## src/hw/rtl/assert_macros.svh

```systemverilog
// ---------------------------------------------------------------------------
// Assertion macros
// Clocked property checks with reset masking, used by the top-level RTL file.
// ---------------------------------------------------------------------------
`ifndef ASSERT_MACROS_SVH
`define ASSERT_MACROS_SVH

// Check prop at every rising edge of clk while rst_n is high.
`define ASSERT_PROP(label, clk, rst_n, prop, msg) \
	label: assert property (@(posedge clk) disable iff (!rst_n) prop) else $error(msg);

// Check that expr is never true at a rising edge of clk while rst_n is high.
`define ASSERT_NEVER(label, clk, rst_n, expr, msg) \
	`ASSERT_PROP(label, clk, rst_n, !(expr), msg)

`endif

```

## src/hw/rtl/dzc_pkg.sv

```systemverilog
`timescale 1ns / 1ps
// ---------------------------------------------------------------------------
// Dead-zone response curve package
// Widths, register indexes, zone codes and the types shared by the block.
// ---------------------------------------------------------------------------
package dzc_pkg;

	localparam int FRAC_BITS = 8;

	localparam int AXIS_W     = 16;
	localparam int DRIVE_W    = 18;
	localparam int ZONE_W     = 2;
	localparam int CFG_IDX_W  = 3;
	localparam int CFG_DATA_W = 16;
	localparam int POS_W      = 15;
	localparam int LVL_W      = 16;
	localparam int DEN_W      = POS_W + FRAC_BITS;
	localparam int NUM_W      = 40;
	localparam int DISC_W     = 35;
	localparam int ROOT_W     = 16;
	localparam int QUOT_W     = 18;
	localparam int T_W        = 17;
	localparam int LVL_SHIFT  = 32 + FRAC_BITS;

	localparam logic [POS_W-1:0] FULL_SCALE = POS_W'(100 << FRAC_BITS);
	localparam logic [T_W-1:0]   T_ONE      = T_W'(1 << 16);
	localparam logic [16:0]      DRIVE_MAX  = 17'h1FFFF;

	localparam int QUEUE_DEPTH_DEF = 4;

	localparam logic [CFG_IDX_W-1:0] REG_CURVE_MODE = 3'd0;
	localparam logic [CFG_IDX_W-1:0] REG_DEAD_ZONE  = 3'd1;
	localparam logic [CFG_IDX_W-1:0] REG_BEND_X     = 3'd2;
	localparam logic [CFG_IDX_W-1:0] REG_BEND_Y     = 3'd3;
	localparam logic [CFG_IDX_W-1:0] REG_MAX_LEVEL  = 3'd4;

	localparam logic [POS_W-1:0] RST_DEAD_ZONE = 15'd0;
	localparam logic [POS_W-1:0] RST_BEND_X    = 15'd12800;
	localparam logic [LVL_W-1:0] RST_BEND_Y    = 16'd12800;
	localparam logic [LVL_W-1:0] RST_MAX_LEVEL = 16'd25600;

	typedef enum logic [ZONE_W-1:0] {
		ZONE_DEAD,
		ZONE_ACTIVE,
		ZONE_OVER,
		ZONE_FAULT
	} zone_t;

	typedef struct packed {
		logic             curve_mode;
		logic [POS_W-1:0] dead_zone;
		logic [POS_W-1:0] bend_x;
		logic [LVL_W-1:0] bend_y;
		logic [LVL_W-1:0] max_level;
	} cfg_t;

	typedef struct packed {
		logic                     neg;
		zone_t                    zone;
		logic                     bez;
		logic                     degen;
		logic signed [DISC_W-1:0] disc;
		logic signed [17:0]       base;
		logic signed [17:0]       dval;
		logic [NUM_W-1:0]         lin_num;
		logic [DEN_W-1:0]         lin_den;
	} fe_item_t;

	typedef struct packed {
		logic full;
		logic empty;
	} q_stat_t;

endpackage

```

## src/hw/rtl/dzc_front.sv

```systemverilog
`timescale 1ns / 1ps
// ---------------------------------------------------------------------------
// Dead-zone response curve front end
// Takes axis samples, sorts them into zones and forms the curve terms.
// ---------------------------------------------------------------------------
module dzc_front (
	input  logic                              clk,
	input  logic                              arst_n,
	input  dzc_pkg::cfg_t                     cfg,
	input  logic                              in_valid,
	output logic                              in_stall,
	input  logic signed [dzc_pkg::AXIS_W-1:0] axis_value,
	output logic                              item_valid,
	output dzc_pkg::fe_item_t                 item,
	input  dzc_pkg::q_stat_t                  q_stat
);
	import dzc_pkg::*;

	logic                     adv;
	logic [AXIS_W-1:0]        a_u;
	logic [AXIS_W-1:0]        mag_x;
	logic signed [17:0]       d_full;
	logic signed [17:0]       x2_m_x1;
	logic signed [17:0]       x_m_x1;
	logic signed [DISC_W-1:0] xd_c;
	zone_t                    zone_c;

	logic                     vld_s1;
	logic                     neg_s1;
	zone_t                    zone_s1;
	logic                     bez_s1;
	logic                     degen_s1;
	logic signed [DISC_W-1:0] xd_s1;
	logic [29:0]              x2sq_s1;
	logic [29:0]              x1h_s1;
	logic [31:0]              lin_prod_s1;
	logic signed [17:0]       base_s1;
	logic signed [17:0]       dval_s1;
	logic [POS_W-1:0]         span_s1;

	logic                     vld_s2;
	fe_item_t                 item_s2;

	assign adv        = !(vld_s2 && q_stat.full);
	assign in_stall   = !adv;
	assign item_valid = vld_s2;
	assign item       = item_s2;

	always_comb begin
		a_u     = axis_value;
		mag_x   = a_u[AXIS_W-1] ? (~a_u + 16'd1) : a_u;
		d_full  = $signed({2'b00, cfg.bend_x, 1'b0}) - $signed({3'b000, cfg.dead_zone})
			- $signed({3'b000, FULL_SCALE});
		x2_m_x1 = $signed({3'b000, cfg.bend_x}) - $signed({3'b000, cfg.dead_zone});
		x_m_x1  = $signed({2'b00, mag_x}) - $signed({3'b000, cfg.dead_zone});
		xd_c    = $signed({1'b0, mag_x}) * d_full;
		if (mag_x < {1'b0, cfg.dead_zone}) begin
			zone_c = ZONE_DEAD;
		end else if (mag_x > {1'b0, FULL_SCALE}) begin
			zone_c = ZONE_OVER;
		end else if (!cfg.curve_mode && cfg.dead_zone == FULL_SCALE) begin
			zone_c = ZONE_FAULT;
		end else begin
			zone_c = ZONE_ACTIVE;
		end
	end

	always_ff @(posedge clk or negedge arst_n) begin
		if (!arst_n) begin
			vld_s1 <= 1'b0;
			vld_s2 <= 1'b0;
		end else if (adv) begin
			vld_s1 <= in_valid;
			vld_s2 <= vld_s1;
		end
	end

	always_ff @(posedge clk) begin
		if (adv) begin
			neg_s1      <= a_u[AXIS_W-1];
			zone_s1     <= zone_c;
			bez_s1      <= cfg.curve_mode;
			degen_s1    <= (d_full == 18'sd0);
			xd_s1       <= xd_c;
			x2sq_s1     <= cfg.bend_x * cfg.bend_x;
			x1h_s1      <= cfg.dead_zone * FULL_SCALE;
			lin_prod_s1 <= cfg.max_level * x_m_x1[15:0];
			base_s1     <= (d_full == 18'sd0) ? x_m_x1 : x2_m_x1;
			dval_s1     <= (d_full == 18'sd0) ? $signed({x2_m_x1[16:0], 1'b0}) : d_full;
			span_s1     <= FULL_SCALE - cfg.dead_zone;

			item_s2.neg     <= neg_s1;
			item_s2.zone    <= zone_s1;
			item_s2.bez     <= bez_s1;
			item_s2.degen   <= degen_s1;
			item_s2.disc    <= $signed({5'b00000, x2sq_s1}) - $signed({5'b00000, x1h_s1})
				- xd_s1;
			item_s2.base    <= base_s1;
			item_s2.dval    <= dval_s1;
			item_s2.lin_num <= {lin_prod_s1, 8'h00} + {2'b00, lin_prod_s1, 6'h00};
			item_s2.lin_den <= DEN_W'(span_s1) << FRAC_BITS;
		end
	end

endmodule

```

## config.mk

```make
export PLATFORM = sky130hd
export DESIGN_NAME = dzc_front
export DESIGN_NICKNAME = d
export VERILOG_FILES = /design/src/hw/rtl/assert_macros.svh /design/src/hw/rtl/dzc_pkg.sv /design/src/hw/rtl/dzc_front.sv
export SDC_FILE = /design/constraint.sdc
export NUM_CORES = 2
export LEC_CHECK = 0
export ABC_AREA = 0
export BUFFER_PORTS_ARGS = -buffer_cell sky130_fd_sc_hd__buf_4
export CORE_MARGIN = 5
export CORE_UTILIZATION = 58
export DETAILED_ROUTE_END_ITERATION = 12
export GPL_ROUTABILITY_DRIVEN = 0
export GPL_TIMING_DRIVEN = 0
export PLACE_DENSITY_LB_ADDON = 0.12
export SYNTH_ARGS = -nofsm -noshare
export SYNTH_HDL_FRONTEND = slang
export SYNTH_SLANG_ARGS = --single-unit
```

## constraint.sdc

```tcl
create_clock -name clk -period 7.51 [get_ports clk]
set_clock_uncertainty 0.15 [all_clocks]
set_input_delay 0.3755 -clock clk [delete_from_list [all_inputs] [get_ports clk]]
set_output_delay 0.3755 -clock clk [all_outputs]
set_load 0.01 [all_outputs]
```

# Word-level counts from Yosys, hierarchy flattened
# Index checks and enable logic that the tools add are counted.
# Widths: inputs -> output; s select.
# totals
register_bits	306
input_bits	84
out_inout_bits	141
elab_cells	51
# op_classes
add_sub_neg	9
mul	4
magnitude_cmp	2
eq_ne	1
mux	5
bitwise_logic	1
reduce_logical	5
# ops
operator	n
$add 40x38->40	1
$mux 18	2
$mul 17x18->35	1
$sub 31x35->35	1
$sub 16x15->17	2
$mul 16x16->32	1
$sub 30x30->31	1
$mul 15x15->30	1
$mul 15x5->20 const B	1
$logic_not 18->1	1
$sub 17x16->18 const B	1
$add 16x1->16 const B	1
$gt 16x15->1 const B	1
$lt 16x15->1	1
$mux 16	1
$not 16->16	1
$sub 15x15->16	1
$eq 15x15->1 const B	1
$sub 15x15->15 const A	1
$mux 2	2
$logic_and 1x1->1	2
$reduce_or 2->1	1
$logic_not 1->1	1

# Logic depth before layout (Yosys ltp)
# depth
depth_word	5
ltp_mapped	42

# Least setup slack after synthesis
# No wires, ideal clock.
# synth_timing
path_type	input to register
startpoint	in cfg[47] (netlist name)
endpoint	reg xd_s1[34], data pin
setup_ps	260
arrival_ps	9588
path_slack_ps	-2488
cell_stages	40
path_buffers	4
cell_sequence	clkbuf_1 > clkinv_1 > fa_1 > a21oi_1 > nor2b_1 > a311o_1 > o31ai_4 > nand4b_1 > and3_1 > buf_4 > inv_2 > clkbuf_1 > ha_1 > and2_1 > o31a_1 > xor2_1 > clkbuf_1 > nand2_1 > (+4 left out) > fa_1 > inv_1 > fa_1 > inv_1 > fa_1 > inv_1 > fa_1 > ha_1 > a21o_1 > a21oi_1 > o21ai_0 > o21a_1 > a211oi_1 > a31oi_1 > o41ai_1 > o2111ai_1 > a21oi_1 > xnor2_1
# synth_between
elab_chain_cells	3
# synth_rtl
element	line	rtl
start, declared	dzc_front.sv:9	input dzc_pkg::cfg_t cfg,
$sub 16x15->17	dzc_front.sv:52	d_full = $signed({2'b00, cfg.bend_x, 1'b0}) - $signed({3'b000, cfg.dead_zone})
$sub 17x16->18	dzc_front.sv:53	- $signed({3'b000, FULL_SCALE});
$mul 17x18->35	dzc_front.sv:56	xd_c = $signed({1'b0, mag_x}) * d_full;
via xd_c[34]	dzc_front.sv:25	logic signed [DISC_W-1:0] xd_c;
end signal, assigned	dzc_front.sv:84	xd_s1 <= xd_c;
end, declared	dzc_front.sv:33	logic signed [DISC_W-1:0] xd_s1;
# The timed path passes the listed nets, and every way through them passes these cells.
# A chain may end at the register's enable or synchronous reset.

# Worst setup path after layout
# layout_timing
startpoint	in cfg[52] (netlist name)
endpoint	reg xd_s1[34], data pin
# The elaborated chain is that of the path after synthesis.

==> out/metrics.cfg <==
[sta]
setup_viol = 30
setup_ws_ns = -1.253
rsz0062_at_grt = yes
fin_crit_sh = 1.167
holdWs_ns = 0.02704
worst_pin_slew_ns = 1.469
fmax_mhz = 114.1
slew_viol_final = 0
finalCriticalPeriod_ns = 8.763
max_slew_margin = 0.006554
hold_viol = 0

[route]
routed_wirelength_mm = 116.6
vias = 32548
first_pass_iters = 6
viasPerCell = 5.576
drtIter0Drc = 2458
post_drt_wl_per_cell_um = 19.98
postRouteAntennaNets = 0
drc = 0

[cells_and_area]
area_delta_synth_final_pct = 19.23
instances_no_fill = 5837
final_cell_mix = inv_1, fa_1, ha_1
final_nets = 6049
final_common_cell = inv_1
final_layout_size_suffix_gt1_frac = 0.1677
fillCellCount = 5457
final_area_um2 = 51100

[critical_path]
r2r-start = x2sq_s1[10]
r2r_end = item[132]
rrSetupSlack_ns = 2.37
crit_arrival_ns = 8.99
slowest_stage = fa_1
criticalPathCategory = input pin to register
critical_path.startpoint_type = input pin
critPathBufInv = 11
worst-path-max-fanout = 4
crit_family = adder cells
rr_worst_depth = 22
crit_path_start = cfg[52]
cp-end-kind = register
worst_path_largest_cell_delay_ns = 0.56
crit_path_frequent_cell = fa_1
crit_required_ns = 7.73

[clock_tree]
clock_latency_ns = 0.58
ctsLongestPathBuffers = 3
path_clk_slew_ns = 0.07
cts_buffers = 37
cts_tree = done
cts_max_level = 2
cts_sinks = 296
root_buffer = clkbuf_16

[floorplan]
core_area_um2 = 73080
die_w_um = 281.8
ioPinCount = 225
rows = 99
die_y_um = 281.8
initial_utilization = 0.5864
dieArea_um2 = 79430

[min_path]
holdPathStages = 2
worstHoldStart = cfg[50]
min_to = span_s1[3]
min_path_type = input pin to register

[synth]
synthArstFlopShare = 0.006757
syn_inst = 4389
synth-edff-count = 294
synth_top_flop_cell = edfxtp_1
synth_top_area_share = 0.2990
yosys.area.top_type = fa_1
avgSynthCellArea_um2 = 9.764
ys_warn_count = 0
synth-seq-area-share = 0.2072
netlist-cell-type-count = 80
ys_ff_latch = 296
ys_top_cells_by_area = fa_1, edfxtp_1, ha_1
syn-cell-area_um2 = 42860

[placed_design]
placed_area_um2 = 46310
dp_hpwl_mm = 89.85
port_buffers = 193
dp_cells = 5557

[global_routing]
antenna_found_initial = 7
grt-ovfl-total = 0
grt_pass1_wl_mm = 182.7
grt_usage = 0.2952
grt_pass1_vias = 33941
grt_start_max_net_pins = 106

[run_status]
status = finished, violations left
violations = capacitance limit, setup timing

[run]
max_cap_viol_count = 1

state kept, by name (all words and copies together) (netlist names):
| name | count |
|---|---|
| xd_s1 | 35 |
| neg_s1 | 1 |
| item_valid | 1 |
| x1h_s1 | 19 |
| lin_prod_s1 | 32 |
| x2sq_s1 | 29 |
| dval_s1 | 18 |
| zone_s1 | 2 |
| vld_s1 | 1 |
| bez_s1 | 1 |
| item | 124 |
| base_s1 | 17 |
| span_s1 | 15 |
| degen_s1 | 1 |
stage by stage:
stage          setup TNS [ns]    util  setup WS (ns)
2_1_floorplan          -22.52       -         -1.312
3_3_place_gp           -87.21  0.6323         -2.932
3_5_place_dp           -90.47  0.6336         -2.994
4_1_cts                -13.79  0.6836         -1.041
5_1_grt                -26.12  0.6991         -1.476
6_report               -18.26  0.6992         -1.253
worst max-delay path by stage:
| stage | to | slack (ns) | depth (start not counted) |
|---|---|---|---|
| 5_1_grt | xd_s1[34] | -1.48 | 38 |
| 4_1_cts | xd_s1[34] | -1.04 | 37 |
| 2_1_floorplan | xd_s1[34] | -1.31 | 34 |
| 3_3_place_gp | lin_prod_s1[31] | -2.93 | 40 |
| 6_report | xd_s1[34] | -1.25 | 37 |
| 3_5_place_dp | lin_prod_s1[31] | -2.99 | 40 |
final cells by class:
type | count | area [um^2] | share of cell area
Sequential cell | 296 | 8879 | 0.1738
Buffer | 108 | 808.3 | 0.01582
Clock buffer | 44 | 994.7 | 0.01947
Multi-Input combinational cell | 3060 | 32020 | 0.6266
Clock inverter | 22 | 274.0 | 0.005363
Timing Repair Buffer | 413 | 3344 | 0.06545
Inverter | 930 | 3566 | 0.06979
Antenna cell | 5 | 12.51 | 0.0002449
Tap cell | 959 | 1200 | 0.02348
Yosys cell counts, drive strengths merged (42+ instances only):
cell type,n
o21ai,113
ha,479
nand2b,42
edfxtp,294
fa,640
clkbuf,95
xnor2,165
inv,926
nand3,44
nor2b,54
xor2,81
and2,166
a21o,61
a21oi,162
nand2,447
nor2,237
metal layers:
| layer | track usage | up-vias | share of wire |
|---|---|---|---|
| met5 | 0 | - | 0 |
| met4 | 0.1046 | 0 | 0.042 |
| met3 | 0.06210 | 265 | 0.087 |
| met2 | 0.4728 | 1214 | 0.46 |
| met1 | 0.4037 | 16201 | 0.41 |
| li1 | - | 14868 | - |
timing repair:
item	4_1_cts	5_1_grt
cloned	1	0
pin swaps	130	135
endpoints found under the setup margin	43	36
resized for setup	252	147
buffers inserted	133	74
hold buffers	10	0
endpoints found under the hold margin	10	0
cell families (layout without fill, tap and decap cells):
kind of cell             count (synthesis)  in the layout  synth area share
flip-flops                             296            296            0.2072
buffers and inverters                 1046           1517           0.09334
AND/OR/NAND/NOR                       1121           1121            0.1232
AO/OA/AOI/OAI                          534            534           0.08046
adder cells (fa/ha/maj)               1119           1119            0.4388
XOR/XNOR                               247            247           0.05100
multiplexers                            25             25          0.005956
other                                    1             19        0.00008750
Power is left out: the tool's default activity adds up to more than one toggle a clock period on the data nets, which glitch-free logic cannot reach.
