File: config.mk
export PLATFORM = sky130hd
export DESIGN_NAME = dzc_queue
export DESIGN_NICKNAME = d
export VERILOG_FILES = /design/src/hw/rtl/assert_macros.svh /design/src/hw/rtl/dzc_pkg.sv /design/src/hw/rtl/dzc_queue.sv
export SDC_FILE = /design/constraint.sdc
export NUM_CORES = 1
export LEC_CHECK = 0
export ABC_CLOCK_PERIOD_IN_PS = 4050
export BUFFER_PORTS_ARGS = -buffer_cell sky130_fd_sc_hd__buf_2
export CAP_MARGIN = 20
export CORE_AREA = 2 2 265 267
export DETAILED_ROUTE_END_ITERATION = 7
export DIE_AREA = 0 0 267 269
export GPL_ROUTABILITY_DRIVEN = 1
export HOLD_SLACK_MARGIN = 0.08
export SLEW_MARGIN = 40
export SYNTH_ARGS = -nofsm -noshare
export SYNTH_HDL_FRONTEND = slang
export SYNTH_SLANG_ARGS = --single-unit
File: constraint.sdc
create_clock -name clk -period 4.05 [get_ports clk]
set_input_delay 0.405 -clock clk [delete_from_list [all_inputs] [get_ports clk]]
set_output_delay 0.405 -clock clk [all_outputs]
set_load 0.01 [all_outputs]
File: src/hw/rtl/assert_macros.svh
// ---------------------------------------------------------------------------
// Assertion macros
// Clocked property checks with reset masking, used by the top-level RTL file.
// ---------------------------------------------------------------------------
`ifndef ASSERT_MACROS_SVH
`define ASSERT_MACROS_SVH

// Check prop at every rising edge of clk while rst_n is high.
`define ASSERT_PROP(label, clk, rst_n, prop, msg) \
	label: assert property (@(posedge clk) disable iff (!rst_n) prop) else $error(msg);

// Check that expr is never true at a rising edge of clk while rst_n is high.
`define ASSERT_NEVER(label, clk, rst_n, expr, msg) \
	`ASSERT_PROP(label, clk, rst_n, !(expr), msg)

`endif

File: src/hw/rtl/dzc_pkg.sv
`timescale 1ns / 1ps
// ---------------------------------------------------------------------------
// Dead-zone response curve package
// Widths, register indexes, zone codes and the types shared by the block.
// ---------------------------------------------------------------------------
package dzc_pkg;

	localparam int FRAC_BITS = 8;

	localparam int AXIS_W     = 16;
	localparam int DRIVE_W    = 18;
	localparam int ZONE_W     = 2;
	localparam int CFG_IDX_W  = 3;
	localparam int CFG_DATA_W = 16;
	localparam int POS_W      = 15;
	localparam int LVL_W      = 16;
	localparam int DEN_W      = POS_W + FRAC_BITS;
	localparam int NUM_W      = 40;
	localparam int DISC_W     = 35;
	localparam int ROOT_W     = 16;
	localparam int QUOT_W     = 18;
	localparam int T_W        = 17;
	localparam int LVL_SHIFT  = 32 + FRAC_BITS;

	localparam logic [POS_W-1:0] FULL_SCALE = POS_W'(100 << FRAC_BITS);
	localparam logic [T_W-1:0]   T_ONE      = T_W'(1 << 16);
	localparam logic [16:0]      DRIVE_MAX  = 17'h1FFFF;

	localparam int QUEUE_DEPTH_DEF = 4;

	localparam logic [CFG_IDX_W-1:0] REG_CURVE_MODE = 3'd0;
	localparam logic [CFG_IDX_W-1:0] REG_DEAD_ZONE  = 3'd1;
	localparam logic [CFG_IDX_W-1:0] REG_BEND_X     = 3'd2;
	localparam logic [CFG_IDX_W-1:0] REG_BEND_Y     = 3'd3;
	localparam logic [CFG_IDX_W-1:0] REG_MAX_LEVEL  = 3'd4;

	localparam logic [POS_W-1:0] RST_DEAD_ZONE = 15'd0;
	localparam logic [POS_W-1:0] RST_BEND_X    = 15'd12800;
	localparam logic [LVL_W-1:0] RST_BEND_Y    = 16'd12800;
	localparam logic [LVL_W-1:0] RST_MAX_LEVEL = 16'd25600;

	typedef enum logic [ZONE_W-1:0] {
		ZONE_DEAD,
		ZONE_ACTIVE,
		ZONE_OVER,
		ZONE_FAULT
	} zone_t;

	typedef struct packed {
		logic             curve_mode;
		logic [POS_W-1:0] dead_zone;
		logic [POS_W-1:0] bend_x;
		logic [LVL_W-1:0] bend_y;
		logic [LVL_W-1:0] max_level;
	} cfg_t;

	typedef struct packed {
		logic                     neg;
		zone_t                    zone;
		logic                     bez;
		logic                     degen;
		logic signed [DISC_W-1:0] disc;
		logic signed [17:0]       base;
		logic signed [17:0]       dval;
		logic [NUM_W-1:0]         lin_num;
		logic [DEN_W-1:0]         lin_den;
	} fe_item_t;

	typedef struct packed {
		logic full;
		logic empty;
	} q_stat_t;

endpackage

File: src/hw/rtl/dzc_queue.sv
`timescale 1ns / 1ps
// ---------------------------------------------------------------------------
// Dead-zone response curve queue
// Short FIFO of classified samples between the front end and the back end.
// ---------------------------------------------------------------------------
module dzc_queue #(
	parameter int DEPTH = dzc_pkg::QUEUE_DEPTH_DEF
) (
	input  logic              clk,
	input  logic              arst_n,
	input  logic              push,
	input  dzc_pkg::fe_item_t push_item,
	input  logic              pop,
	output dzc_pkg::fe_item_t pop_item,
	output dzc_pkg::q_stat_t  stat
);
	import dzc_pkg::*;

	localparam int PTR_W = $clog2(DEPTH);
	localparam int CNT_W = $clog2(DEPTH + 1);

	fe_item_t         mem_q [DEPTH];
	logic [PTR_W-1:0] wr_ptr_q;
	logic [PTR_W-1:0] rd_ptr_q;
	logic [CNT_W-1:0] cnt_q;

	assign stat.full  = (cnt_q == CNT_W'(DEPTH));
	assign stat.empty = (cnt_q == '0);
	assign pop_item   = mem_q[rd_ptr_q];

	always_ff @(posedge clk or negedge arst_n) begin
		if (!arst_n) begin
			wr_ptr_q <= '0;
			rd_ptr_q <= '0;
			cnt_q    <= '0;
		end else begin
			if (push) begin
				wr_ptr_q <= (wr_ptr_q == PTR_W'(DEPTH - 1)) ? '0 : wr_ptr_q + 1'b1;
			end
			if (pop) begin
				rd_ptr_q <= (rd_ptr_q == PTR_W'(DEPTH - 1)) ? '0 : rd_ptr_q + 1'b1;
			end
			case ({push, pop})
				2'b10:   cnt_q <= cnt_q + 1'b1;
				2'b01:   cnt_q <= cnt_q - 1'b1;
				default: cnt_q <= cnt_q;
			endcase
		end
	end

	always_ff @(posedge clk) begin
		if (push) begin
			mem_q[wr_ptr_q] <= push_item;
		end
	end

endmodule

* After elaboration in Yosys (flattened, before gate mapping)
Memories as Yosys holds them, arrays and structs flattened.
Cells that the tools add are included.
** Storage, ports and cells
- Bits in registers :: 7
- Memory bits (writable) :: 556
- Input bits :: 143
- Output and inout bits :: 141
- Word-level logic and storage cells :: 20
- Memories :: 1
** Operators by class
- Add/sub/neg operators :: 4
- Eq/ne operators :: 5
- Muxes and demuxes :: 5
- Reductions and logical operators :: 2
** Memories
- mem_q :: depth 4, width 139, rd ports 1, clocked after Yosys merged registers in 0, wr ports 1, line dzc_queue.sv:22 : fe_item_t mem_q [DEPTH];
** Operators by type and width (number)
- $eq 2x2->1 const B :: 3
- $pmux 3 s2 :: 1
- $add 2x1->2 const B :: 2
- $mux 2 :: 2
- $add 3x1->3 const B :: 1
- $eq 3x3->1 const B :: 1
- $logic_not 3->1 :: 1
- $sub 3x1->3 const B :: 1
- $eq 2x1->1 const B :: 1
- $mux 1 :: 2
- $reduce_bool 2->1 :: 1

* Depth between registers and ports, before layout
Gate-level depths: netlist of run 1.
- Depth after elaboration :: 2
- Gate-level depth with buffers :: 7
- Depth with buffers taken out :: 7

* Worst setup path before layout of run 1
OpenSTA, ideal clock, no wires.
- Path kind :: register to register
- From :: register wr_ptr_q[0]
- To :: memory mem_q[0][0] (netlist bit) (enable)
- Setup time :: 0.514 ns
- Arrival time :: 3.803 ns
- Data required time :: 3.536 ns
- Path slack :: -0.268 ns
- Cell stages (with the launch flop) :: 4
- Buffers on the path :: 0
- Period minus slack after synthesis :: 4.318 ns
- Path through :: dfrtp_1 -> inv_1 -> ha_1 -> and2_1
** RTL lines
- start, declared :: line dzc_queue.sv:23 : logic [PTR_W-1:0] wr_ptr_q;
- start signal, assigned :: line dzc_queue.sv:38 : wr_ptr_q <= (wr_ptr_q == PTR_W'(DEPTH - 1)) ? '0 : wr_ptr_q + 1'b1;
- end, declared :: line dzc_queue.sv:22
Straight into the memory's write port.

==> results of run 1 <==
report_power, final:
group | internal (mW) | leakage [nW] | switching, mW | total [mW]
Sequential | 7.46 | 5.19 | 0.265 | 7.72
Clock | 3.06 | 0.935 | 2.16 | 5.23
Combinational | 2.46 | 2.96 | 2.73 | 5.20
Total | 13.0 | 9.08 | 5.16 | 18.1
layer usage:
metal | vias up | GRT usage (%) | share of wire (%)
met2 | 305 | 19.45 | 48
li1 | 4306 | - | -
met4 | 4 | 3.037 | 1.9
met5 | - | 0 | 0.051
met1 | 5122 | 15.06 | 41
met3 | 68 | 4.292 | 9.0
final timing paths:
kind                                 to
min in group clk               cnt_q[0]
min                         rd_ptr_q[1]
max in group asynchronous   rd_ptr_q[0]
min reg2reg                    cnt_q[0]
max                        pop_item[54]
max reg2reg                mem_q[2][73]
final cells by class:
cell class	count	share of cell area, %
well taps	940	4.414
clock buffers	70	5.856
clock inverters	40	1.282
repair buffers	457	12.41
multi-input cells	164	12.60
flip-flops and latches	563	63.35
diodes	1	0.009391
inverters	6	0.08452
Yosys cell counts (2+ instances only):
cell type / count
mux2_2: 2
and2_1: 4
inv_1: 6
buf_2: 16
nor2_1: 2
mux4_2: 139
ha_1: 6
edfxtp_1: 556
dfrtp_1: 7
xor2_1: 2
clkbuf_1: 4
buf_6: 11
o21ai_0: 2
stage by stage:
step / cell area (um^2) / instances / util, % / power, mW / hold slack (ns)
final: 26650 / 2241 / 38.45 / 18.15 / 0.2301
after global routing: 26640 / 2240 / 38.45 / 19.08 / 0.2026
after CTS: 26640 / 2240 / 38.45 / 18.52 / 0.1740
after detailed placement: 23320 / 1988 / 33.65 / 13.10 / 0.2578
after global placement: 23200 / 1983 / 33.48 / 12.92 / 0.2516
after floorplan: 20470 / 765 / - / 10.99 / 0.1094
flip-flops by register name (all words and copies together) (netlist names):
signal and cells:
rd_ptr_q 2, cnt_q 3, mem_q 556, wr_ptr_q 2
critical path, stage by stage, from the launching register on:
cell and delay (ns):
dfrtp_4 0.54, buf_12 0.23, buf_12 0.21, buf_4 0.30, mux4_2 0.55, buf_2 0.16
cells in the final DEF, fill, tap and decap left out, drive strengths merged, types with 2 or more instances in the layout:
cell type,n
edfxtp,556
nor2,2
mux2,2
xor2,2
buf,315
ha,6
bufinv,5
clkinv,31
dfrtp,7
mux4,139
dlygate4sd3,142
clkbuf,70
and2,4
o21ai,2
inv,9
cell families (layout without fill, tap and decap cells):
| family | after synthesis | in the layout | share of synthesized area, % |
|---|---|---|---|
| flops | 563 | 563 | 82.43 |
| fa+ha+maj | 7 | 7 | 0.4646 |
| other cells | 0 | 1 | 0 |
| xor+xnor | 3 | 3 | 0.1284 |
| compound gates | 2 | 2 | 0.04890 |
| mux | 142 | 142 | 15.45 |
| buf+inv | 38 | 573 | 1.216 |
| simple gates | 10 | 10 | 0.2628 |
==> run summary, run 1 <==
FFs w/ async S/R, synth: 1.243%
Clk slew on worst S/H paths: 0.06 ns
Die area: 71820 um^2
Critical path launch point type: register
DP Wirelength: 26180 um
Avg Inst Size Synth: 26.76 um^2
Ports: 284
Post-synth top flop: edfxtp_1
Htree depth: 2
Drt pass-1 iters: 4
Dominant cells by area after synthesis: edfxtp_1 (82%), mux4_2 (15%), dfrtp_1 (0.86%), buf_6 (0.61%), buf_2 (0.39%)
CTS Sinks: 563
Worst-skew pair later-pin latency: 0.60 ns
Nature of the critical path endpoint: output pin
Core box area: 69300 um^2
Share of cells above drive strength 1: 42.15%
Via density: 4.375
Synth Instances: 765
Row cnt: 97
Post-synth top area share: 81.57%
Distinct cell type count after synthesis: 21
Maximum clock frequency: 331.1 MHz
#FFs+latches synth: 563
Post-DRT Antenna Nets: 0
Hold Fails Final Rpt: 0
Routed WL: 42890 um
Sequential cell area: 16880 um^2
Worst-case clock skew: 0.007396 ns
Initial antenna violation count: 3
GR Util All Layers: 11.90%
Initial Utilization: 29.54%
Tmin final: 3.020 ns
Crit path DAT: 2.61 ns
Per-cell routed wire length: 19.14 um
Chip Width: 267 um
Inserted Clock Buffers: 59
CTS tree: built
Largest fanout on the critical path: 18
RSZ-0062 raised after global routing: false
Hold Crit Class: in -> async
Yosys top cell by area: edfxtp_1
Residual DRC: 0
Max-Slew Margin vs Limit: 48.96%
Setup ws final: 1.030 ns
Slew @ Worst Pin: 0.7656 ns
GP Congestion: 0.7118
Share of the yosys chip area belonging to registers: 82.43%
Largest net degree at the start of global routing: 69
Remaining Overflow, GRT: 0
Die Height: 269 um
Origin of the critical flop-to-flop path: wr_ptr_q[0]
Crit Path Category: reg -> out
Outcome: finished clean
Ratio of final minimum period to clock period: 74.57%
Worst EP required: 3.64 ns
Vias: 9805
Clk root buf: clkbuf_16
Synth Cell Area: 20470 um^2
Worst setup startpoint: rd_ptr_q[0]
Synthesized Nets: 915
Worst IR drop on VDD: 311.6 uV
Final slew viol count: 0
Final setup violation count: 0
Total negative slack: 0 ns
Final nets: 1401
Number of global-route vias before repair: 10740
Port Buffers: 283
Max Cap Viol: 0
Post_cts resized: 0
Dpl ws: 1.561 ns
Worst reg2reg setup slack: 1.99 ns
Max clock buf depth: 3
Post-cts hold buffer count: 142
Number of fill cells: 6215
Postcts setup bufs: 0
EDFF count, synth: 556
Leakage: 9.078 nW
Multi-input gate area in the final layout: 3358 um^2
First-pass GRT wire length: 64400 um
Starting DRC count in detailed routing: 710
Worst Reg2Reg Path Length in Cells: 4
Area grow syn2layout: 30.18%
Power density over the cells: 681.1 nW/um^2
Yosys warns: 0
No activity file was read; power rests on OpenSTA's default activity.
==> run 2, diff against run 1 <==
--- a/config.mk
+++ b/config.mk
@@ -5,12 +5,13 @@
 export SDC_FILE = /design/constraint.sdc
 export NUM_CORES = 1
 export LEC_CHECK = 0
-export ABC_CLOCK_PERIOD_IN_PS = 4050
+export ABC_AREA = 1
+export ABC_CLOCK_PERIOD_IN_PS = 2600
 export BUFFER_PORTS_ARGS = -buffer_cell sky130_fd_sc_hd__buf_2
 export CAP_MARGIN = 20
-export CORE_AREA = 2 2 265 267
+export CORE_AREA = 2 2 280 282
 export DETAILED_ROUTE_END_ITERATION = 7
-export DIE_AREA = 0 0 267 269
+export DIE_AREA = 0 0 282 284
 export GPL_ROUTABILITY_DRIVEN = 1
 export HOLD_SLACK_MARGIN = 0.08
 export SLEW_MARGIN = 40
==> constraint.sdc (replaced) <==
create_clock -name clk -period 2.6 [get_ports clk]
set_input_delay 0.26 -clock clk [delete_from_list [all_inputs] [get_ports clk]]
set_output_delay 0.26 -clock clk [all_outputs]
set_load 0.01 [all_outputs]
==> run summary, run 2 <==
Crit-path cells: clkinv_16 -> buf_12 -> o211ai_1 -> nand2_1 -> buf_2
Share of cells above drive strength 1: 22.36% (-20 points)
GP Congestion: 0.7365 (+3.5%)
Vias: 14020 (+43%)
Number of global-route vias before repair: 14180 (+32%)
FFs w/ async S/R, synth: 1.243% (unchanged)
Synth Area in Simple Gates: 7.172% (+6.9 points)
Top Layer Used: met5
Max FFs per register: 556 (unchanged)
Hold Fails Final Rpt: 0 (unchanged)
Die area: 80090 um^2 (+12%)
Worst path slowest cell: dfrtp_4
Synth Cell Area: 22910 um^2 (+12%)
Mux cell area share after synthesis: 0% (-15 points)
Starting DRC count in detailed routing: 721 (+1.5%)
#FFs+latches synth: 563 (unchanged)
CTS tree: built
Residual DRC: 0 (unchanged)
Number of fill cells: 7229 (+16%)
Ratio of final minimum period to clock period: 93.58%
Post-synth top cells: edfxtp_1 (556), nand2_1 (430), inv_1 (291)
Outcome: finished clean
Worst IR drop on VDD: 563.4 uV (+81%)
Cells after DPL: 2955 (+49%)
Via density: 4.366 (-0.21%)
Non-filler cells, final: 3210 (+43%)
Nature of the critical path endpoint: output pin
Max Cap Viol: 0 (unchanged)
WL met2: 26420 um (+29%)
Total negative slack: 0 ns (unchanged)
Hold Crit Class: in -> reg
Area grow syn2layout: 26.27%
Yosys top cell by area: edfxtp_1
Post-synth top flop: edfxtp_1
Post-DRT Antenna Nets: 0 (unchanged)
Distinct cell type count after synthesis: 21 (unchanged)
CTS Sinks: 563 (unchanged)
Row cnt: 102 (+5.2%)
Count leader, synth: edfxtp_1
Tmin final: 2.433 ns
Clk root buf: clkbuf_16
Largest net degree at the start of global routing: 79 (+14%)
GR Util All Layers: 12.46% (+0.55 points)
Htree depth: 2 (unchanged)
WP buf/inv: 3 (-1)
Slew @ Worst Pin: 0.5769 ns (-0.1887 ns)
Core box area: 76960 um^2 (+11%)
Max-Slew Margin vs Limit: 61.54% (+13 points)
Crit path DAT: 2.17 ns (-0.44 ns)
First-pass GRT wire length: 78320 um (+22%)
Crit Path Category: reg -> out
Maximum clock frequency: 411.0 MHz
DP Wirelength: 29860 um (+14%)
Worst-skew pair later-pin latency: 0.60 ns (about the same)
Largest regs: mem_q: 556 flops, cnt_q: 3 flops
Die Height: 284 um (+5.6%)
Top cell family by delay on the critical path: flip-flops
EDFF count, synth: 556 (unchanged)
Largest fanout on the critical path: 48 (+30)
Per-cell routed wire length: 16.15 um (-16%)
Dominant cells by area after synthesis: edfxtp_1 (73%), o211ai_1 (7.5%), nand2_1 (7.0%), inv_1 (4.8%), o211ai_2 (2.7%)
RSZ-0062 raised after global routing: false
Share of the yosys chip area belonging to registers: 73.65% (-8.8 points)
Largest family of logic cells by synthesized area: compound AO/OA/AOI/OAI gates
Ports: 284 (unchanged)
Worst reg2reg setup slack: 0.73 ns (-1.26 ns)
Leakage: 11.51 nW (+27%)
Post-Synth Adder-Cell Area: 0.4151% (-0.049 points)
Clk slew on worst S/H paths: 0.06 ns (about the same)
Area share of xor/xnor cells in the synthesized design: 0.03824% (-0.090 points)
Post-place instance area: 25530 um^2 (+9.5%)
Remaining Overflow, GRT: 0 (unchanged)
Worst EP required: 2.34 ns (-1.30 ns)
Final slew viol count: 0 (unchanged)
Commonest non-fill, non-tap cells in the layout: edfxtp_1 (556), nand2_1 (426), inv_1 (285)
Critical path launch point type: register
Routed WL: 51840 um (+21%)
Yosys warns: 0 (unchanged)
Final setup violation count: 0 (unchanged)
Post-synth top area share: 72.89% (-8.7 points)
Critical path's largest stage delay: 0.61 ns (+0.06 ns)
Initial antenna violation count: 5 (+2)
Chip Width: 282 um (+5.6%)
Avg Inst Size Synth: 13.67 um^2 (-49%)
Synth Instances: 1676 (+120%)
Inserted Clock Buffers: 59 (unchanged)
Power density over the cells: 1042 nW/um^2 (+53%)
Final nets: 2271 (+62%)
Max clock buf depth: 3 (unchanged)
Design area: 28920 um^2 (+8.6%)
Met3 WL: 2980 um (-22%)
Drt pass-1 iters: 5 (+1)
Synth Area in Compound Gates: 10.29% (+10 points)
Synthesized Nets: 1826 (+100%)
Most common cell after layout, fill and taps aside: edfxtp_1
Largest reg by FF count: mem_q
Worst-case clock skew: 0.01034 ns (+0.002946 ns)
Initial Utilization: 29.76% (+0.23 points)
Port Buffers: 283 (unchanged)
DRT met1 WL: 21240 um (+20%)
run 2: cell count changes after synthesis, moves of 2 or more:
cell,change
buf_4,+19
and2_1,-4
mux4_2,-139
o21ai_0,+2
o211ai_2,+49
inv_1,+285
mux2_2,-2
buf_6,+40
nand2_1,+429
o211ai_1,+229
xor2_1,-2
run 2: kinds of logic (layout without fill, tap and decap cells):
kind of cell    count (synthesis)  count (layout)
buf+inv                       386             879
fa+ha+maj                       7               7
xor+xnor                        1               1
compound gates                283             283
other cells                     0               1
flops                         563             563
simple gates                  436             436
run 2: layout make-up:
type / instances / area [um^2] / share of cell area (%)
Sequential cell: 563 / 16880 / 58.36
Multi-Input combinational cell: 727 / 4124 / 14.26
Timing Repair Buffer: 475 / 3536 / 12.22
Clock buffer: 72 / 1525 / 5.273
Tap cell: 1040 / 1301 / 4.499
Inverter: 293 / 1149 / 3.971
Clock inverter: 37 / 385.4 / 1.332
Timing Repair inverter: 2 / 22.52 / 0.07786
Antenna cell: 1 / 2.502 / 0.008652
run 2: power breakdown:
part / switching, mW / internal, mW / total [mW]
clock network: 3.40 / 4.86 / 8.26
logic: 6.40 / 3.45 / 9.85
registers: 0.408 / 11.6 / 12.0
total: 10.2 / 19.9 / 30.1
run 2: path summary, 6_finish.rpt:
kind / start / end / cells past startpoint
worst max-delay path: rd_ptr_q[0] / pop_item[19] / 5
max in group asynchronous: arst_n / rd_ptr_q[1] / 3
min in group asynchronous: arst_n / rd_ptr_q[0] / 3
worst min register to register: cnt_q[0] / cnt_q[0] / 1
worst min-delay path: push_item[70] / mem_q[1][70] / 2
worst max register to register: wr_ptr_q[1] / mem_q[1][66] / 6
run 2: through the flow:
stage          worst slack, ns  power (mW)  utilization [%]  hold slack, ns
6_report                0.1669       30.14            37.59          0.3966
5_1_grt                0.02184       31.91            37.59          0.3642
4_1_cts                0.01280       30.53            37.53          0.3460
3_5_place_dp            0.6144       21.90            33.18          0.1240
3_3_place_gp            0.6558       21.67            33.18          0.1146
2_1_floorplan          -0.5255       18.50                -        -0.03559
run 2: timing repair:
action                     CTS  global route
setup endpoints to repair   62             8
resized for setup            1             5
gates cloned                 1             1
hold endpoints to repair   568             0
buffers inserted             0             0
pin swaps                    0             0
hold buffers               143             0
run 2: per-layer routing:
metal  vias up  track usage (%)
met2       280            22.36
met5         -                0
met1      6873            14.48
li1       6778                -
met3        80            3.260
met4         4            3.551
==> run 3, diff against run 2 <==
--- a/config.mk
+++ b/config.mk
@@ -9,9 +9,9 @@
 export ABC_CLOCK_PERIOD_IN_PS = 2600
 export BUFFER_PORTS_ARGS = -buffer_cell sky130_fd_sc_hd__buf_2
 export CAP_MARGIN = 20
-export CORE_AREA = 2 2 280 282
+export CORE_AREA = 2 2 323 245
 export DETAILED_ROUTE_END_ITERATION = 7
-export DIE_AREA = 0 0 282 284
+export DIE_AREA = 0 0 325 247
 export GPL_ROUTABILITY_DRIVEN = 1
 export HOLD_SLACK_MARGIN = 0.08
 export SLEW_MARGIN = 40
==> run summary, run 3 (synthesis gave the netlist of run 2 again) <==
Largest regs: mem_q: 556 flops, cnt_q: 3 flops
Final nets: 2246 (-1.1%)
Maximum clock frequency: 410.9 MHz (about the same)
Comb pwr share: 32.2% (-0.5 points)
Hold Crit Depth: 2 (unchanged)
CTS tree: built
Remaining Overflow, GRT: 0 (unchanged)
Chip Width: 325 um (+15%)
Worst IR drop on VDD: 936.8 uV (+66%)
Hold Fails Final Rpt: 0 (unchanged)
Crit path DAT: 2.17 ns (about the same)
Largest net degree at the start of global routing: 88 (+11%)
Flop pwr share: 40.4% (+0.5 points)
GP Congestion: 0.7108 (-3.5%)
Area grow syn2layout: 25.06%
Worst EP required: 2.34 ns (about the same)
Core box area: 77620 um^2 (+0.86%)
GR Util All Layers: 12.32% (-0.13 points)
Clk slew on worst S/H paths: 0.06 ns (about the same)
Largest reg by FF count: mem_q
Largest fanout on the critical path: 56 (+17%)
Initial antenna violation count: 5 (unchanged)
Drt pass-1 iters: 5 (unchanged)
DP Wirelength: 28630 um (-4.1%)
Clk root buf: clkbuf_16
Routed WL: 50740 um (-2.1%)
Starting DRC count in detailed routing: 868 (+20%)
Worst-case clock skew: 0.01436 ns (+0.004017 ns)
RSZ-0062 raised after global routing: false
Final slew viol count: 0 (unchanged)
Per-cell routed wire length: 15.91 um (-1.5%)
Share of cells above drive strength 1: 21.67% (-0.69 points)
Max FFs per register: 556 (unchanged)
Die Height: 247 um (-13%)
Die area: 80280 um^2 (+0.23%)
Worst Reg2Reg Path Length in Cells: 5 (-1)
Port Buffers: 283 (unchanged)
P_int: 19.64 mW (-1.5%)
Htree depth: 2 (unchanged)
Leakage: 11.35 nW (-1.3%)
Post-DRT Antenna Nets: 0 (unchanged)
Design area: 28650 um^2 (-0.96%)
Number of global-route vias before repair: 13690 (-3.5%)
Final setup violation count: 0 (unchanged)
Outcome: finished clean
Switching power: 10.08 mW (-1.3%)
Switching Share: 33.92% (+0.043 points)
Ratio of final minimum period to clock period: 93.61% (about the same)
Critical path launch point type: register
Worst-skew pair later-pin latency: 0.59 ns (about the same)
Min Hold Slack: 0.4078 ns (+0.01117 ns)
Ports: 284 (unchanged)
Max-Slew Margin vs Limit: 57.97% (-3.6 points)
Initial Utilization: 29.51% (-0.25 points)
Number of fill cells: 7304 (+1.0%)
Nature of the critical path endpoint: output pin
Max clock buf depth: 3 (unchanged)
Via density: 4.291 (-1.7%)
Hold Crit Class: in -> reg
Inserted Clock Buffers: 57 (-3.4%)
Max Cap Viol: 0 (unchanged)
Slew @ Worst Pin: 0.6305 ns (+0.05358 ns)
Clock network power share: 27.4% (about the same)
Post-place instance area: 25340 um^2 (-0.76%)
First-pass GRT wire length: 76540 um (-2.3%)
Postcts setup bufs: 0 (unchanged)
Tmin final: 2.434 ns (+0.0006910 ns)
Most common cell after layout, fill and taps aside: edfxtp_1
Commonest non-fill, non-tap cells in the layout: edfxtp_1 (556), nand2_1 (426), inv_1 (285)
CTS Sinks: 563 (unchanged)
Power density over the cells: 1037 nW/um^2 (-0.44%)
Vias: 13690 (-2.3%)
Crit Path Category: reg -> out
Pwr Total: 29.72 mW (-1.4%)
Residual DRC: 0 (unchanged)
Row cnt: 89 (-13%)
==> run 3: cell count changes in the layout (fill, tap and decap cells not counted), moves of 3 or more <==
cell	previous run	this run
buf_4	24	5
inv_6	0	6
clkbuf_1	13	9
clkinv_1	12	9
==> run 3: through the flow <==
| stage | utilization, % | worst slack [ns] | instances | TNS (ns) |
|---|---|---|---|---|
| after global routing | 36.91 | 0.002720 | 3190 | 0 |
| after CTS | 36.90 | 0.1045 | 3187 | 0 |
| after detailed placement | 32.65 | 0.6285 | 2939 | 0 |
| final | 36.91 | 0.1662 | 3190 | 0 |
| after global placement | 32.65 | 0.6903 | 2939 | 0 |
| after floorplan | - | -0.5255 | 1676 | -285.63 |
==> run 3: timing repair <==
action,in CTS,in global routing
endpoints found under the hold margin,568,0
hold buffers,143,0
setup endpoints to repair,35,0
gates resized for setup,1,0
==> run 3: layer usage <==
layer,wire length (um),up-vias,GRT usage (%),part of all wire (%)
met5,30,-,0,0.059
met4,1072,4,3.717,2.1
met3,2969,76,2.992,5.9
met2,24540,266,20.90,48
met1,22130,6606,15.62,44
li1,-,6735,-,-
==> run 3: area by class of cell <==
type                            count  area [um^2]  area share [%]
Antenna cell                        3        7.507         0.02621
Clock buffer                       66         1460           5.097
Clock inverter                     38        399.1           1.393
Inverter                          293         1136           3.966
Multi-Input combinational cell    727         4124           14.40
Sequential cell                   563        16880           58.91
Tap cell                         1046         1309           4.569
Timing Repair Buffer              453         3326           11.61
Timing Repair inverter              1        8.758         0.03057
==> run 3: path summary, 6_finish.rpt <==
path                       slack (ns)             to            from
max                              0.17   pop_item[19]     rd_ptr_q[0]
min                              0.41  mem_q[3][107]  push_item[107]
max reg2reg                      0.78   mem_q[2][69]     wr_ptr_q[0]
min reg2reg                      0.52       cnt_q[2]        cnt_q[2]
max in group asynchronous        1.63    rd_ptr_q[1]          arst_n
min in group asynchronous        0.66       cnt_q[0]          arst_n
==> run 3: power by group through the flow <==
stage	clock (mW)	sequential, mW	combinational (mW)
6_report	8.15	12.0	9.56
5_1_grt	8.79	12.1	10.7
4_1_cts	8.45	12.0	9.80
3_5_place_dp	0	12.2	9.53
3_3_place_gp	0	12.1	9.40
2_1_floorplan	0	12.2	6.31
==> run 3: worst max-delay path, stage by stage (launching register included) <==
cell and delay (ns):
dfrtp_2 0.51, inv_16 0.28, buf_12 0.25, nand2_1 0.07, o211ai_1 0.09, nand2_1 0.15
buf_2 0.18
